`src/sv/wspc_pkg.sv`:
```
`timescale 1ns / 1ps
`default_nettype none

package wspc_pkg;

    // Default number of wheel lanes.
    localparam int WHEELS_DEF = 2;

    // Field widths of the streams.
    localparam int SPEED_W      = 16;
    localparam int DT_W         = 16;
    localparam int DRIVE_W      = 14;
    localparam int FIELD_PAIR_W = 2 * SPEED_W;

    // Internal arithmetic widths.
    localparam int ACC_W   = 42;
    localparam int STATE_W = 32;
    localparam int FRAC_W  = 12;
    localparam int GAIN_SH = 4;

    // Configuration port.
    localparam int CFG_IDX_W  = 3;
    localparam int CFG_DATA_W = 16;

    localparam logic [CFG_IDX_W-1:0] REG_PROP_GAIN     = 3'd0;
    localparam logic [CFG_IDX_W-1:0] REG_INTEGRAL_GAIN = 3'd1;
    localparam logic [CFG_IDX_W-1:0] REG_STATIC_FF     = 3'd2;
    localparam logic [CFG_IDX_W-1:0] REG_VELOCITY_FF   = 3'd3;
    localparam logic [CFG_IDX_W-1:0] REG_DRIVE_LIMIT   = 3'd4;
    localparam logic [CFG_IDX_W-1:0] REG_SLEW_RATE     = 3'd5;
    localparam logic [CFG_IDX_W-1:0] REG_ERROR_BAND    = 3'd6;

    localparam logic [12:0] DRIVE_LIMIT_RST = 13'd4096;

    // Targets strictly inside this magnitude stop the wheel.
    localparam logic signed [SPEED_W-1:0] STOP_LIM = 16'sd4;

    // Sequencer step codes shared by all lanes.
    localparam int STEP_W = 4;
    localparam logic [STEP_W-1:0] STEP_IDLE = 4'd0;
    localparam logic [STEP_W-1:0] STEP_ERR  = 4'd1;
    localparam logic [STEP_W-1:0] STEP_MUL  = 4'd2;
    localparam logic [STEP_W-1:0] STEP_SUM  = 4'd3;
    localparam logic [STEP_W-1:0] STEP_PRE  = 4'd4;
    localparam logic [STEP_W-1:0] STEP_INT  = 4'd5;
    localparam logic [STEP_W-1:0] STEP_PI   = 4'd6;
    localparam logic [STEP_W-1:0] STEP_SLEW = 4'd7;
    localparam logic [STEP_W-1:0] STEP_OUT  = 4'd8;
    localparam logic [STEP_W-1:0] STEP_DONE = 4'd9;

    typedef struct packed {
        logic [15:0] prop_gain;
        logic [15:0] integral_gain;
        logic [12:0] static_ff;
        logic [15:0] velocity_ff;
        logic [12:0] drive_limit;
        logic [15:0] slew_rate;
        logic [11:0] error_band;
    } cfg_t;

    typedef struct packed {
        logic              load;
        logic [STEP_W-1:0] step;
    } lane_ctrl_t;

    typedef struct packed {
        logic signed [DRIVE_W-1:0] drive;
        logic                      clamped;
        logic                      slewed;
    } lane_res_t;

    // Saturate a wide signed value to the 32-bit state range.
    function automatic logic signed [STATE_W-1:0] sat32(input logic signed [ACC_W-1:0] v);
        logic signed [ACC_W-1:0] hi;
        logic signed [ACC_W-1:0] lo;
        hi = (ACC_W'(1) <<< (STATE_W - 1)) - ACC_W'(1);
        lo = -(ACC_W'(1) <<< (STATE_W - 1));
        if (v > hi) begin
            return hi[STATE_W-1:0];
        end else if (v < lo) begin
            return lo[STATE_W-1:0];
        end
        return v[STATE_W-1:0];
    endfunction

endpackage

`default_nettype wire

```
`src/sv/wspc_merge.sv`:
```
`timescale 1ns / 1ps
`default_nettype none

module wspc_merge
    import wspc_pkg::*;
#(
    parameter  int WHEELS = WHEELS_DEF,
    localparam int OUT_DW = ((DRIVE_W * WHEELS + 7) / 8) * 8
) (
    input  wire logic        aclk,
    input  wire logic        aresetn,
    input  wire logic        load,
    input  wire lane_res_t   res [WHEELS],
    output logic             out_free,
    output logic             m_tvalid,
    input  wire logic        m_tready,
    output logic [OUT_DW-1:0]   m_tdata,
    output logic [2*WHEELS-1:0] m_tuser
);

    logic                tvalid_reg;
    logic [OUT_DW-1:0]   tdata_reg, tdata_next;
    logic [2*WHEELS-1:0] tuser_reg, tuser_next;

    // Gather the lane results into one item.
    always_comb begin
        tdata_next = '0;
        tuser_next = '0;
        for (int w = 0; w < WHEELS; w++) begin
            tdata_next[DRIVE_W*w +: DRIVE_W] = res[w].drive;
            tuser_next[w]                    = res[w].clamped;
            tuser_next[WHEELS + w]           = res[w].slewed;
        end
    end

    assign out_free = !tvalid_reg || m_tready;

    // Output register.
    always_ff @(posedge aclk) begin
        if (!aresetn) begin
            tvalid_reg <= 1'b0;
        end else if (load) begin
            tvalid_reg <= 1'b1;
        end else if (m_tready) begin
            tvalid_reg <= 1'b0;
        end
    end

    always_ff @(posedge aclk) begin
        if (load) begin
            tdata_reg <= tdata_next;
            tuser_reg <= tuser_next;
        end
    end

    assign m_tvalid = tvalid_reg;
    assign m_tdata  = tdata_reg;
    assign m_tuser  = tuser_reg;

endmodule

`default_nettype wire
```
`config.mk`:
```
export PLATFORM = sky130hd
export DESIGN_NAME = wspc_merge
export DESIGN_NICKNAME = d
export VERILOG_FILES = /design/src/sv/wspc_pkg.sv /design/src/sv/wspc_merge.sv
export SDC_FILE = /design/constraint.sdc
export NUM_CORES = 1
export LEC_CHECK = 0
export ABC_AREA = 0
export ABC_CLOCK_PERIOD_IN_PS = 800
export BUFFER_PORTS_ARGS = -buffer_cell sky130_fd_sc_hd__buf_4
export CAP_MARGIN = 5
export CORE_AREA = 4 4 60 62
export DETAILED_ROUTE_END_ITERATION = 10
export DIE_AREA = 0 0 64 66
export MAX_ROUTING_LAYER = met4
export PLACE_DENSITY_LB_ADDON = 0.08
export SYNTH_ARGS = -nofsm -noshare
export SYNTH_HDL_FRONTEND = slang
export SYNTH_SLANG_ARGS = --single-unit
```
`constraint.sdc`:
```
create_clock -name aclk -period 0.8 [get_ports aclk]
set_input_delay 0.04 -clock aclk [delete_from_list [all_inputs] [get_ports aclk]]
set_output_delay 0.04 -clock aclk [all_outputs]
set_load 0.05 [all_outputs]
```
==> key figures <==
Setup path
  – Top Family by Delay on Critical Path: flip-flops
  – Critical-path cell list: buf_6
  – CP Buf/Inv Count: 1
  – CP max FO: 1
  – Reg2reg start: m_tvalid
  – Crit start category: register
  – CP startpoint: m_tdata[14]
  – Critical path class: reg2out
  – WP data required: 0.76 ns
  – Worst path slowest cell: edfxtp_1
  – Critical Path Max Stage Delay: 0.42 ns
  – CP Capture Type: primary output
  – WP data arrival: 0.91 ns

Clocking
  – Clock Latency Late Sink: 0.31 ns
  – Clock-pin slew on the worst setup and hold paths: 0.09 ns
  – Clock root buffer: clkbuf_4
  – Max clock buf depth: 2
  – CTS tree: yes
  – Max H-tree Level: 2
  – Clock sinks: 33
  – Hold buffer count at CTS: 33
  – CTS Buf Count: 5

Route
  – Total iterations of the first detailed-routing run: 4
  – Post-Route WL: 2410 microns
  – DRC violations left: 0
  – Via density: 3.94
  – Drt wl/cell: 12.4 microns
  – DRT antenna net count: 0
  – DRT iter0 DRCs: 24
  – DR vias: 765

Cells and area
  – Area added between synthesis and finish: 104%
  – Share of post-route cells with drive strength above 1: 0.520
  – Number of fill cells: 204
  – FF+latch area: 985 sq um
  – N_diodes: 0
  – Area of the multi-input gates: 40.0 sq um
  – Final core utilization: 0.704
  – Most frequent cells in the layout: buf_4 (35), dlygate4sd3_1 (33), edfxtp_1 (32), buf_6 (32), clkbuf_4 (5)
  – Total Nets Final: 186
  – Commonest non-fill, non-tap cell in the layout: buf_4

STA
  – Fin crit period: 0.950 ns
  – Fmax: 1050 MHz
  – Hold slack: 0.00361 ns
  – PnR worst setup slack: -0.150 ns
  – Final Skew: 0 ns
  – Final Hold Vio Count: 0
  – Tcrit/Tclk final: 1.19
  – Setup repair after global routing missed its margin: true
  – Max Transition Viols Final: 0
  – Setup violations, final: 34

Synth
  – Mapped Cells: 41
  – Avg Inst Size Synth: 25.5 sq um
  – Post-synth top area cell: edfxtp_1
  – Post-synth top area share: 0.921
  – Seq/Total Area, Yosys: 0.940
  – Ranking of synthesized cells by area: edfxtp_1 (92%), buf_4 (2.9%), dfxtp_1 (1.9%), nand2b_4 (1.3%), a21boi_2 (1.1%)
  – Yosys cell types: 7
  – Synth Register Bits: 33
  – Synthesized area: 1040 sq um
  – Number of synthesis warnings: 0

Power and ir drop
  – Pwr/cell area: 1890 nW/um^2
  – Static Leak: 0.901 nW
  – Max IR drop VDD: 1040 uV

Placement
  – Global placement routability congestion: 0.672
  – Port Buf Inserts: 69
  – Hpwl dp: 1590 microns

Status
  – Failing checks: negative setup slack
  – Status: finished, violations left

Hold path
  – Worst hold path class: in2reg
  – Hold Path Origin: m_tready

Floorplanning
  – Die H: 66 microns
  – I/O Pins: 74
  – Die W: 64 microns
  – FP Rows: 20
  – Starting density of the core: 0.345
  – Die area: 4220 sq um
  – CORE AREA: 3030 sq um

Run
  – Max-cap check violation count: 0

Global route
  – Total global routing overflow: 0
  – GRT Overall Usage: 0.126
  – Initial antenna violation count: 0
  – Global-route wire length before repair: 3720 microns
  – Largest net degree at the start of global routing: 34
  – Vias in the first global route: 813
cells by family after synthesis:
family                 Yosys count  share of synthesized area
AND/OR/NAND/NOR                  1                     0.0132
AO/OA/AOI/OAI                    1                     0.0108
other                            1                    0.00359
flip-flops                      33                      0.940
buffers and inverters            5                     0.0324
layer usage:
layer,part of all wire,vias to the layer above,global-route usage
li1,-,364,-
met1,0.36,347,0.123
met2,0.53,49,0.221
met3,0.10,5,0.0527
met4,0.011,0,0.0485
met5,0,-,-
report_power, final:
group	total, mW	switching [mW]	internal [mW]
sequential	2.11	0.0647	2.05
clock	0.792	0.474	0.318
combinational	1.13	0.649	0.478
total	4.03	1.19	2.84
tightest hold or removal path, delay by kind of cell:
kind	cells	cell delay, ns
buf+inv	1	0.08
simple gates	1	0.12
compound gates	1	0.04
repair_timing:
action | CTS | global route
hold endpoints to repair | 33 | 1
gates resized for setup | 36 | 0
buffers inserted | 0 | 0
endpoints found under the setup margin | 34 | 34
flip-flops by register name (all words and copies together) (netlist names):
register  flops
m_tdata      28
m_tuser       4
m_tvalid      1
worst paths after layout:
kind | to | slack (ns) | cells after the start
worst min register to register | m_tvalid | 0.52 | 2
worst max register to register | m_tvalid | 0.19 | 2
worst max-delay path | m_tdata[14] | -0.15 | 1
worst min-delay path | m_tvalid | 0.004 | 3
cell usage after synthesis:
cell      instances
edfxtp_1         32
buf_4             4
a21boi_2          1
conb_1            1
dfxtp_1           1
inv_1             1
nand2b_4          1
stage by stage:
stage | std cells | area [sq um] | TNS (ns) | total power [mW] | setup slack, ns
global placement | 154 | 1620 | 0 | 3.03 | 0.157
detailed placement | 154 | 1620 | 0 | 3.04 | 0.151
floorplan | 44 | 1060 | 0 | 2.67 | 0.0158
global route | 194 | 2130 | -5.77 | 4.21 | -0.222
CTS | 194 | 2130 | -4.46 | 4.07 | -0.171
finish | 194 | 2130 | -3.80 | 4.03 | -0.150
final cells by class:
cell class	instances	share of cell area
Timing Repair Buffer	103	0.471
Sequential cell	33	0.462
Tap cell	44	0.0258
Clock buffer	6	0.0194
Multi-Input combinational cell	6	0.0188
Clock inverter	1	0.00176
Inverter	1	0.00176
No activity file was read; power rests on OpenSTA's default activity.
